===== config.mk =====
export PLATFORM = sky130hd
export DESIGN_NAME = gated_analog_to_angle_mapper_unit
export DESIGN_NICKNAME = d
export VERILOG_FILES = /design/src/rtl/gaam_pkg.sv /design/src/rtl/gaam_ctrl.sv /design/src/rtl/gaam_dp.sv /design/src/rtl/gated_analog_to_angle_mapper_unit.sv
export SDC_FILE = /design/constraint.sdc
export NUM_CORES = 2
export LEC_CHECK = 0
export ABC_AREA = 1
export ABC_CLOCK_PERIOD_IN_PS = 7780
export BUFFER_PORTS_ARGS = -buffer_cell sky130_fd_sc_hd__buf_2
export CAP_MARGIN = 10
export CORE_MARGIN = 3
export CORE_UTILIZATION = 40
export DETAILED_ROUTE_END_ITERATION = 6
export PLACE_DENSITY = 0.68
export SYNTH_ARGS = -nofsm -noshare
export SYNTH_HDL_FRONTEND = slang
export SYNTH_SLANG_ARGS = --single-unit

===== constraint.sdc =====
create_clock -name clk -period 7.78 [get_ports clk]
set_input_delay 0.778 -clock clk [delete_from_list [all_inputs] [get_ports clk]]
set_output_delay 0.778 -clock clk [all_outputs]
set_load 0.05 [all_outputs]

===== src/rtl/gaam_pkg.sv =====
package gaam_pkg;

	localparam int unsigned MvW     = 14;
	localparam int unsigned AngleW  = 13;
	localparam int unsigned VoltW   = 8;
	localparam int unsigned TimeW   = 32;
	localparam int unsigned SettleW = 16;
	localparam int unsigned CfgIdxW = 3;
	localparam int unsigned CfgDataW = 16;

	localparam int unsigned SpanW = MvW + 1;
	localparam int unsigned NumW  = 29;
	localparam int unsigned MagW  = NumW - 1;
	localparam int unsigned CntW  = $clog2(MagW);

	localparam logic [MvW-1:0]     RstClosedInput = MvW'(560);
	localparam logic [MvW-1:0]     RstOpenInput   = MvW'(10000);
	localparam logic [AngleW-1:0]  RstClosedAngle = AngleW'(600);
	localparam logic [AngleW-1:0]  RstOpenAngle   = AngleW'(0);
	localparam logic [MvW-1:0]     RstDeadThresh  = MvW'(200);
	localparam logic [VoltW-1:0]   RstMinSupply   = VoltW'(24);
	localparam logic [SettleW-1:0] RstSettle      = SettleW'(3000);

	typedef enum logic [1:0] {
		DEC_MAPPED      = 2'd0,
		DEC_LOW_SUPPLY  = 2'd1,
		DEC_SETTLING    = 2'd2,
		DEC_BELOW_DEAD  = 2'd3
	} decision_t;

	typedef enum logic [CfgIdxW-1:0] {
		REG_CLOSED_INPUT = 3'd0,
		REG_OPEN_INPUT   = 3'd1,
		REG_CLOSED_ANGLE = 3'd2,
		REG_OPEN_ANGLE   = 3'd3,
		REG_DEAD_THRESH  = 3'd4,
		REG_MIN_SUPPLY   = 3'd5,
		REG_SETTLE       = 3'd6
	} reg_idx_t;

	typedef enum logic [2:0] {
		ST_IDLE,
		ST_MUL,
		ST_SUM,
		ST_DIV,
		ST_FIX,
		ST_DONE
	} state_t;

	typedef struct packed {
		logic load;
		logic mul;
		logic sum;
		logic div;
		logic fix;
		logic out_load;
	} cmd_t;

	typedef struct packed {
		logic mapped;
	} status_t;

endpackage


===== src/rtl/gaam_ctrl.sv =====
module gaam_ctrl
	import gaam_pkg::*;
(
	input  logic    clk,
	input  logic    arst_n,
	input  logic    in_valid,
	output logic    in_ready,
	output logic    out_valid,
	input  logic    out_ready,
	input  status_t status,
	output cmd_t    cmd
);

	state_t          state_q, state_d;
	logic [CntW-1:0] cnt_q, cnt_d;
	logic            out_valid_q, out_valid_d;

	always_ff @(posedge clk or negedge arst_n) begin
		if (!arst_n) begin
			state_q     <= ST_IDLE;
			cnt_q       <= '0;
			out_valid_q <= 1'b0;
		end else begin
			state_q     <= state_d;
			cnt_q       <= cnt_d;
			out_valid_q <= out_valid_d;
		end
	end

	always_comb begin
		state_d     = state_q;
		cnt_d       = cnt_q;
		cmd         = '0;
		out_valid_d = out_valid_q;
		if (out_valid_q && out_ready) begin
			out_valid_d = 1'b0;
		end
		case (state_q)
			ST_IDLE: begin
				if (in_valid) begin
					cmd.load = 1'b1;
					state_d  = ST_MUL;
				end
			end
			ST_MUL: begin
				cmd.mul = 1'b1;
				state_d = status.mapped ? ST_SUM : ST_DONE;
			end
			ST_SUM: begin
				cmd.sum = 1'b1;
				cnt_d   = '0;
				state_d = ST_DIV;
			end
			ST_DIV: begin
				cmd.div = 1'b1;
				cnt_d   = cnt_q + 1'b1;
				if (cnt_q == CntW'(MagW - 1)) begin
					state_d = ST_FIX;
				end
			end
			ST_FIX: begin
				cmd.fix = 1'b1;
				state_d = ST_DONE;
			end
			ST_DONE: begin
				if (!out_valid_q || out_ready) begin
					cmd.out_load = 1'b1;
					out_valid_d  = 1'b1;
					state_d      = ST_IDLE;
				end
			end
			default: begin
				state_d = ST_IDLE;
			end
		endcase
	end

	assign in_ready  = (state_q == ST_IDLE);
	assign out_valid = out_valid_q;

endmodule


===== src/rtl/gaam_dp.sv =====
module gaam_dp
	import gaam_pkg::*;
(
	input  logic                       clk,
	input  logic                       arst_n,
	input  cmd_t                       cmd,
	output status_t                    status,
	input  logic                       cfg_we,
	input  logic [CfgIdxW-1:0]         cfg_index,
	input  logic [CfgDataW-1:0]        cfg_data,
	input  logic [MvW-1:0]             analog_mv,
	input  logic [VoltW-1:0]           supply_volts,
	input  logic [TimeW-1:0]           time_ms,
	output logic signed [AngleW-1:0]   angle_mrad,
	output logic                       tracking,
	output logic [1:0]                 decision
);

	logic [MvW-1:0]            closed_in_q, open_in_q, dead_q;
	logic signed [AngleW-1:0]  closed_ang_q, open_ang_q;
	logic [VoltW-1:0]          min_supply_q;
	logic [SettleW-1:0]        settle_q;

	logic [VoltW-1:0]          last_supply_q;
	logic [TimeW-1:0]          stamp_q;
	logic                      present_q;
	logic signed [AngleW-1:0]  held_q;
	logic                      ever_q;

	logic [MvW-1:0]            a_q;
	decision_t                 dec_q;
	logic signed [NumW-1:0]    prod1_q, prod2_q;
	logic signed [SpanW-1:0]   span_q;
	logic                      neg_q;
	logic [MvW-1:0]            dvs_q;
	logic [MagW-1:0]           quo_q;
	logic [MvW-1:0]            rem_q;

	logic signed [AngleW-1:0]  angle_out_q;
	logic                      tracking_q;
	decision_t                 dec_out_q;

	logic                      rise, present_eff, settling;
	logic [TimeW-1:0]          stamp_eff, since;
	decision_t                 dec_new;
	logic signed [SpanW-1:0]   span, diff_a;
	logic signed [AngleW:0]    dang;
	logic signed [NumW-1:0]    num, q_signed, pos, lo, hi, clamped;
	logic [MagW-1:0]           num_mag;
	logic [MvW:0]              rem_sh, rem_sub;
	logic                      take;

	always_ff @(posedge clk or negedge arst_n) begin
		if (!arst_n) begin
			closed_in_q  <= RstClosedInput;
			open_in_q    <= RstOpenInput;
			closed_ang_q <= RstClosedAngle;
			open_ang_q   <= RstOpenAngle;
			dead_q       <= RstDeadThresh;
			min_supply_q <= RstMinSupply;
			settle_q     <= RstSettle;
		end else if (cfg_we) begin
			case (cfg_index)
				REG_CLOSED_INPUT: closed_in_q  <= cfg_data[MvW-1:0];
				REG_OPEN_INPUT:   open_in_q    <= cfg_data[MvW-1:0];
				REG_CLOSED_ANGLE: closed_ang_q <= cfg_data[AngleW-1:0];
				REG_OPEN_ANGLE:   open_ang_q   <= cfg_data[AngleW-1:0];
				REG_DEAD_THRESH:  dead_q       <= cfg_data[MvW-1:0];
				REG_MIN_SUPPLY:   min_supply_q <= cfg_data[VoltW-1:0];
				REG_SETTLE:       settle_q     <= cfg_data[SettleW-1:0];
				default: begin
				end
			endcase
		end
	end

	assign rise        = (last_supply_q < min_supply_q) && (supply_volts >= min_supply_q);
	assign present_eff = present_q || rise;
	assign stamp_eff   = rise ? time_ms : stamp_q;
	assign since       = time_ms - stamp_eff;
	assign settling    = present_eff && (since < TimeW'(settle_q));

	always_comb begin
		if (supply_volts < min_supply_q) begin
			dec_new = DEC_LOW_SUPPLY;
		end else if (settling) begin
			dec_new = DEC_SETTLING;
		end else if (analog_mv < dead_q) begin
			dec_new = DEC_BELOW_DEAD;
		end else begin
			dec_new = DEC_MAPPED;
		end
	end

	always_ff @(posedge clk or negedge arst_n) begin
		if (!arst_n) begin
			last_supply_q <= '0;
			stamp_q       <= '0;
			present_q     <= 1'b0;
			held_q        <= '0;
			ever_q        <= 1'b0;
		end else begin
			if (cmd.load) begin
				last_supply_q <= supply_volts;
				if (rise) begin
					stamp_q   <= time_ms;
					present_q <= 1'b1;
				end
			end
			if (cmd.fix) begin
				held_q <= clamped[AngleW-1:0];
				ever_q <= 1'b1;
			end
		end
	end

	assign span   = $signed({1'b0, open_in_q}) - $signed({1'b0, closed_in_q});
	assign diff_a = $signed({1'b0, a_q}) - $signed({1'b0, closed_in_q});
	assign dang   = $signed({open_ang_q[AngleW-1], open_ang_q})
		- $signed({closed_ang_q[AngleW-1], closed_ang_q});

	assign num     = prod1_q + prod2_q;
	assign num_mag = num[NumW-1] ? MagW'(-num) : num[MagW-1:0];

	assign rem_sh  = {rem_q, quo_q[MagW-1]};
	assign take    = (rem_sh >= {1'b0, dvs_q});
	assign rem_sub = rem_sh - {1'b0, dvs_q};

	assign q_signed = neg_q ? -$signed({1'b0, quo_q}) : $signed({1'b0, quo_q});
	assign pos      = (span_q == '0) ? NumW'(closed_ang_q) : q_signed;
	assign lo       = (closed_ang_q < open_ang_q) ? NumW'(closed_ang_q) : NumW'(open_ang_q);
	assign hi       = (closed_ang_q < open_ang_q) ? NumW'(open_ang_q) : NumW'(closed_ang_q);

	always_comb begin
		clamped = pos;
		if (pos < lo) begin
			clamped = lo;
		end
		if (pos > hi) begin
			clamped = hi;
		end
	end

	always_ff @(posedge clk) begin
		if (cmd.load) begin
			a_q   <= analog_mv;
			dec_q <= dec_new;
		end
		if (cmd.mul) begin
			prod1_q <= NumW'(closed_ang_q) * NumW'(span);
			prod2_q <= NumW'(diff_a) * NumW'(dang);
			span_q  <= span;
		end
		if (cmd.sum) begin
			quo_q <= num_mag;
			rem_q <= '0;
			dvs_q <= span_q[SpanW-1] ? MvW'(-span_q) : span_q[MvW-1:0];
			neg_q <= num[NumW-1] ^ span_q[SpanW-1];
		end
		if (cmd.div) begin
			rem_q <= take ? rem_sub[MvW-1:0] : rem_sh[MvW-1:0];
			quo_q <= {quo_q[MagW-2:0], take};
		end
		if (cmd.out_load) begin
			angle_out_q <= ever_q ? held_q : closed_ang_q;
			tracking_q  <= (dec_q == DEC_MAPPED);
			dec_out_q   <= dec_q;
		end
	end

	assign status.mapped = (dec_q == DEC_MAPPED);
	assign angle_mrad    = angle_out_q;
	assign tracking      = tracking_q;
	assign decision      = dec_out_q;

endmodule


===== src/rtl/gated_analog_to_angle_mapper_unit.sv =====
// Gated analog-to-angle mapper. Each sensor sample (analog_mv, supply_volts,
// time_ms) yields one result: the held joint angle, a tracking flag and the
// decision code (mapped, supply too low, settling, below dead threshold).
// One sample is in work at a time. A held sample goes from the multiply state to
// the done state; a mapped sample also passes sum, the 28-step restoring divider
// that forms the interpolated angle, and the clamp. A finished result waits in the
// output register while the next sample is accepted. Configuration writes via the
// cfg channel are always accepted and must be issued only while the unit is idle.
module gated_analog_to_angle_mapper_unit
	import gaam_pkg::*;
(
	input  logic                      clk,
	input  logic                      arst_n,
	input  logic                      in_valid,
	output logic                      in_ready,
	input  logic [MvW-1:0]            analog_mv,
	input  logic [VoltW-1:0]          supply_volts,
	input  logic [TimeW-1:0]          time_ms,
	output logic                      out_valid,
	input  logic                      out_ready,
	output logic signed [AngleW-1:0]  angle_mrad,
	output logic                      tracking,
	output logic [1:0]                decision,
	input  logic                      cfg_valid,
	output logic                      cfg_ready,
	input  logic [CfgIdxW-1:0]        cfg_index,
	input  logic [CfgDataW-1:0]       cfg_data
);

	cmd_t    cmd;
	status_t status;

	assign cfg_ready = 1'b1;

	gaam_ctrl u_ctrl (
		.clk       (clk),
		.arst_n    (arst_n),
		.in_valid  (in_valid),
		.in_ready  (in_ready),
		.out_valid (out_valid),
		.out_ready (out_ready),
		.status    (status),
		.cmd       (cmd)
	);

	gaam_dp u_dp (
		.clk          (clk),
		.arst_n       (arst_n),
		.cmd          (cmd),
		.status       (status),
		.cfg_we       (cfg_valid && cfg_ready),
		.cfg_index    (cfg_index),
		.cfg_data     (cfg_data),
		.analog_mv    (analog_mv),
		.supply_volts (supply_volts),
		.time_ms      (time_ms),
		.angle_mrad   (angle_mrad),
		.tracking     (tracking),
		.decision     (decision)
	);

endmodule


After elaboration in Yosys (flattened, before gate mapping)
Cells that the tools add are included.

Output and inout port bits: 19. Register bits after elaboration: 318.

$add $sub $neg: 10. $mul: 2. Magnitude comparators: 9. Bitwise gates (word level): 1. Multiplexer cells: 34. Reduce and logical (&&, ||, !) cells: 21. Eq/ne operators: 15.

Operators with widths (number): 29-bit 2-to-1 mux (4); 28-bit 2-to-1 mux (3); 14-bit 2-to-1 mux (4); 13-bit 2-to-1 mux (3); 32-bit by 16-bit less-than comparator with 1-bit output (1); 32-bit 2-to-1 mux (1); 32-bit subtractor (1); 14-bit by 14-bit subtractor with 15-bit output (2); 29-bit adder (1); 29-bit greater-than comparator (1); 29-bit less-than comparator (1); 15-bit by 14-bit multiplier with 29-bit output (1); 28-bit negation with 29-bit output (1); 13-bit by 15-bit multiplier with 28-bit output (1); 28-bit negation (1); 3-bit one-hot mux with 6 select lines (1); 8-bit less-than comparator (2); 2-bit AND reduction (8); 3-bit equality test (second input constant) (5); 15-bit by 14-bit >= comparator with 1-bit output (1); 15-bit logical NOT (1); 14-bit less-than comparator (1); 14-bit negation (1); 13-bit by 13-bit subtractor with 14-bit output (1); other kinds (21) (45).

Depth between registers and ports, before layout
Depth after elaboration: 7. Gate-level depth with buffers: 41. Depth with buffers taken out: 41.

Modules after synthesis
A second synthesis with hierarchy kept.

Cells, all modules: 4626. Area total of the unflattened synthesis: 37349.6 sq um.

Modules (own cells, without submodules): gaam_dp (cells each 4554, times used 1, area each 36812.8 sq um); gaam_ctrl (cells each 70, times used 1, area each 525.5 sq um); gated_analog_to_angle_mapper_unit (cells each 2, times used 1, area each 11.3 sq um).

Worst setup path after synthesis
Ideal clock, no wire load.

Path kind: register to register. Start: register u_dp.closed_ang_q[3]. End: register u_dp.prod2_q[25] (data pin). Path slack: 0.251 ns. Setup time: 0.259 ns. Data arrival time: 7.270 ns. Clock period less this slack: 7.529 ns. Required time: 7.521 ns. Cell stages (with the launch flop): 30. Cells stage by stage: dfstp_2 -> clkbuf_1 -> inv_1 -> ha_1 -> or2_1 -> nand3_1 -> nand2_2 -> a21oi_1 -> o21bai_1 -> xor2_1 -> clkbuf_1 -> nor2_1 -> fa_1 -> fa_1 -> fa_1 -> fa_1 -> fa_1 -> inv_1 -> fa_1 -> inv_1 -> ha_1 -> nand2_1 -> nor2_1 -> nand3_1 -> o2111a_1 -> o21bai_1 -> a21boi_0 -> o21ai_0 -> a31oi_1 -> xnor2_1.

Cells in the longest elaborated chain, start to end: 2.

Ends and longest elaborated chain: start, declared (RTL line gaam_dp.sv:20) `logic signed [AngleW-1:0] closed_ang_q, open_ang_q;`; start signal, assigned (RTL line gaam_dp.sv:57) `closed_ang_q <= RstClosedAngle;`; start signal, assigned (RTL line gaam_dp.sv:66) `REG_CLOSED_ANGLE: closed_ang_q <= cfg_data[AngleW-1:0];`; 13-bit by 13-bit subtractor with 14-bit output (RTL line gaam_dp.sv:120) `- $signed({closed_ang_q[AngleW-1], closed_ang_q});`; 15-bit by 14-bit multiplier with 29-bit output (RTL line gaam_dp.sv:151) `prod2_q <= NumW'(diff_a) * NumW'(dang);`; end signal, assigned (RTL line gaam_dp.sv:151); end, declared (RTL line gaam_dp.sv:32) `logic signed [NumW-1:0] prod1_q, prod2_q;`.

Every way passes these cells. A chain may end at the register's enable or synchronous reset.

Worst setup path after layout
Start: register u_dp.open_ang_q[2]. End: register u_dp.prod2_q[26] (data pin).

Cells in the longest elaborated chain, start to end: 2.

Ends and longest elaborated chain: start, declared (RTL line gaam_dp.sv:20); start signal, assigned (RTL line gaam_dp.sv:58) `open_ang_q <= RstOpenAngle;`; start signal, assigned (RTL line gaam_dp.sv:67) `REG_OPEN_ANGLE: open_ang_q <= cfg_data[AngleW-1:0];`; 13-bit by 13-bit subtractor with 14-bit output (RTL line gaam_dp.sv:120); 15-bit by 14-bit multiplier with 29-bit output (RTL line gaam_dp.sv:151).

Every way passes these cells.

==> metrics.txt <==
Design Area, Final roughly 42000 um2; Hold/Removal Path Class primary input to async pin; FF-to-FF Start u_dp.open_ang_q[2]$_DFFE_PN0P_; adder-cell share of the synthesized area between 30% and 40%; Tmin final 7530 ps; drt wl/cell about 17 um; largest net degree at the start of global routing between 80 and 90; Die ar. ~98000 um2; H-tree depth 2; number of cells on the critical path 31; setup violators final 0; RD Place Congestion ~0.95; # Max-Cap Violations 0; IO Pins 97; hold slack 245 ps; Die W about 310 um; CP Max Fanout 4; DRT Pass-1 Iters 7; chip height 312 um; Post-Synthesis Cell Area ~38000 um2; first-pass GRT wire length 163 mm; Port Buffers 95; Final nets around 5600; met2 wire len ~47 mm; Max Clock Skew ~34 ps; antenna cells 0; total track usage a little over 20%; clock sink count roughly 320; Post-Syn Nets around 5500; vias in the first global route about 30000; Post-DRT Antenna Nets 0; CORE AREA 92400 um2; Top delay family on crit path adder cells; FP Rows between 100 and 150; status completed; Critical Path Sink Type register; register-to-register setup slack roughly 250 ps; DR top layer met5; Simple-Gate Fraction of Synth Area 19.0%; Congestion Overflow GR 0; setup TNS 0 ps; commonest non-fill, non-tap cell in the layout nand2_1; clock latency on the worst-skew pair a little under 600 ps; Worst Path Buf+Inv 6; Post-synth EDFFs approximately 160; ys async rst share roughly 50%; cell count after placement approximately 6000; main combinational cell family by area after synthesis adder cells; Compound-Gate Fraction of Synth Area approximately a tenth; Detailed Place HPWL between 80 and 90 mm; Routed WL just over 100 mm; Root Driver clkbuf_16; Worst setup SP type register; critical path class register to register; period utilization between 90% and 100%; RR Endpoint u_dp.prod2_q[26]$_DFFE_PN_; Final Non-Filler Cells between 6000 and 7000; synthesized flop and latch total 317; Post-route DRC 0; total CTS buffers 39; worst reg-to-reg path cell count 31; slowest stage delay, CP approximately 540 ps; Setup crit start u_dp.open_ang_q[2]$_DFFE_PN0P_; DRT iter0 DRCs between 2000 and 2500; syn avg cell area ~8.1 um2; commonest cells after routing, fill and taps aside nand2_1, inv_1, fa_1; fraction of layout cells with a size suffix above 1 10.2%; wl on met1 between 40 and 50 mm; Required @ worst endpoint about 8000 ps; vias per cell approximately 5.1; Least-Margin Pin Slew 1060 ps; placed cell areas roughly 40000 um2; Cells after Synth approximately 4600; Initial Util roughly two fifths; slew margin rel. about 29%; vias between 30000 and 40000; area delta synth->final 11.4%; Final Hold Fails 0; clk slew on worst S/H paths 60 ps; Max clock buf depth 3; Crit path top cell by count fa_1; Yosys cell types between 70 and 80; WP data arrival about 8000 ps; xor and xnor area share after synthesis 4.15%; multiplexer area fraction after synthesis less than 1%; met3 WL around 6 mm; dominant synthesized flop cell edfxtp_1; critical path endpoint u_dp.prod2_q[26]$_DFFE_PN_; CTS tree done; Yosys Warn Count 0; antenna violations before repair 3; Max Slew Vio Count 0; register area share after synthesis around a quarter; Max Fclk around 0.13 GHz; Critical Path Slowest Stage Cell fa_1
metal layers:
metal / track usage (%) / vias to the layer above
met4: 4.85 / 2
met5: 0 / -
met1: 29.1 / 14700
li1: - / 15000
met3: 2.80 / 143
met2: 34.3 / 838
repair_timing:
action,4_1_cts,5_1_grt
pin swaps,0,26
hold buffers,0,0
buffers inserted,0,15
gates resized for setup,2,97
setup endpoints to repair,2,17
kinds of logic (layout without fill, tap and decap cells):
family,Yosys count,count (layout)
compound gates,703,703
buf+inv,972,1162
other cells,1,1
xor+xnor,174,174
mux,8,8
simple gates,1704,1704
flops,317,317
fa+ha+maj,755,755
Yosys cell counts, types with 31 or more instances:
library cell | count | area, um2
nand3_1 | 159 | 796
o21ai_0 | 318 | 1590
edfxtp_1 | 161 | 4830
nand2_1 | 992 | 3720
fa_1 | 398 | 7970
inv_1 | 844 | 3170
nor3_1 | 33 | 165
ha_1 | 357 | 4470
nor2_1 | 384 | 1440
nand4_1 | 45 | 282
dfrtp_1 | 132 | 3300
a31oi_1 | 31 | 194
xor2_1 | 113 | 990
xnor2_1 | 58 | 508
a21oi_1 | 236 | 1180
clkbuf_1 | 87 | 327
cell type report:
type,instances,area (um2)
clock inverter,19,180
multi-input combinational,3345,25500
timing repair buffer,225,1480
sequential,317,8770
clock buffer,52,1130
tap,1243,1560
fill,9045,50500
inverter,866,3260
flip-flops by register name (all words and copies together), names as in the netlist, 15 cells and up:
register and count:
u_dp.prod2_q 29, u_dp.span_q 15, u_dp.settle_q 16, u_dp.prod1_q 28, u_dp.quo_q 28, u_dp.stamp_q 32
worst min path at each step:
stage | slack (ps) | cells after the start | from | to
global route | 300 | 1 | arst_n | u_ctrl.out_valid$_DFF_PN0_
floorplan | 420 | 2 | u_dp.present_q$_DFFE_PN0P_ | u_dp.present_q$_DFFE_PN0P_
finish | 250 | 1 | arst_n | u_ctrl.out_valid$_DFF_PN0_
global placement | 440 | 0 | u_dp.dec_q[0]$_SDFFCE_PP1P_ | u_dp.decision[0]$_DFFE_PP_
CTS | 270 | 1 | arst_n | u_ctrl.out_valid$_DFF_PN0_
detailed placement | 440 | 0 | u_dp.dec_q[1]$_SDFFCE_PP0P_ | u_dp.decision[1]$_DFFE_PP_
through the flow:
step / worst slack [ps] / utilization (%)
2_1_floorplan: 251 / -
3_3_place_gp: 60.3 / 43.4
3_5_place_dp: -43.3 / 43.4
4_1_cts: 0.389 / 44.8
5_1_grt: -56.3 / 45.3
6_report: 248 / 45.3
Power is not shown: default switching activity piles up to over one toggle a cycle in this logic, so the estimate is an artifact.
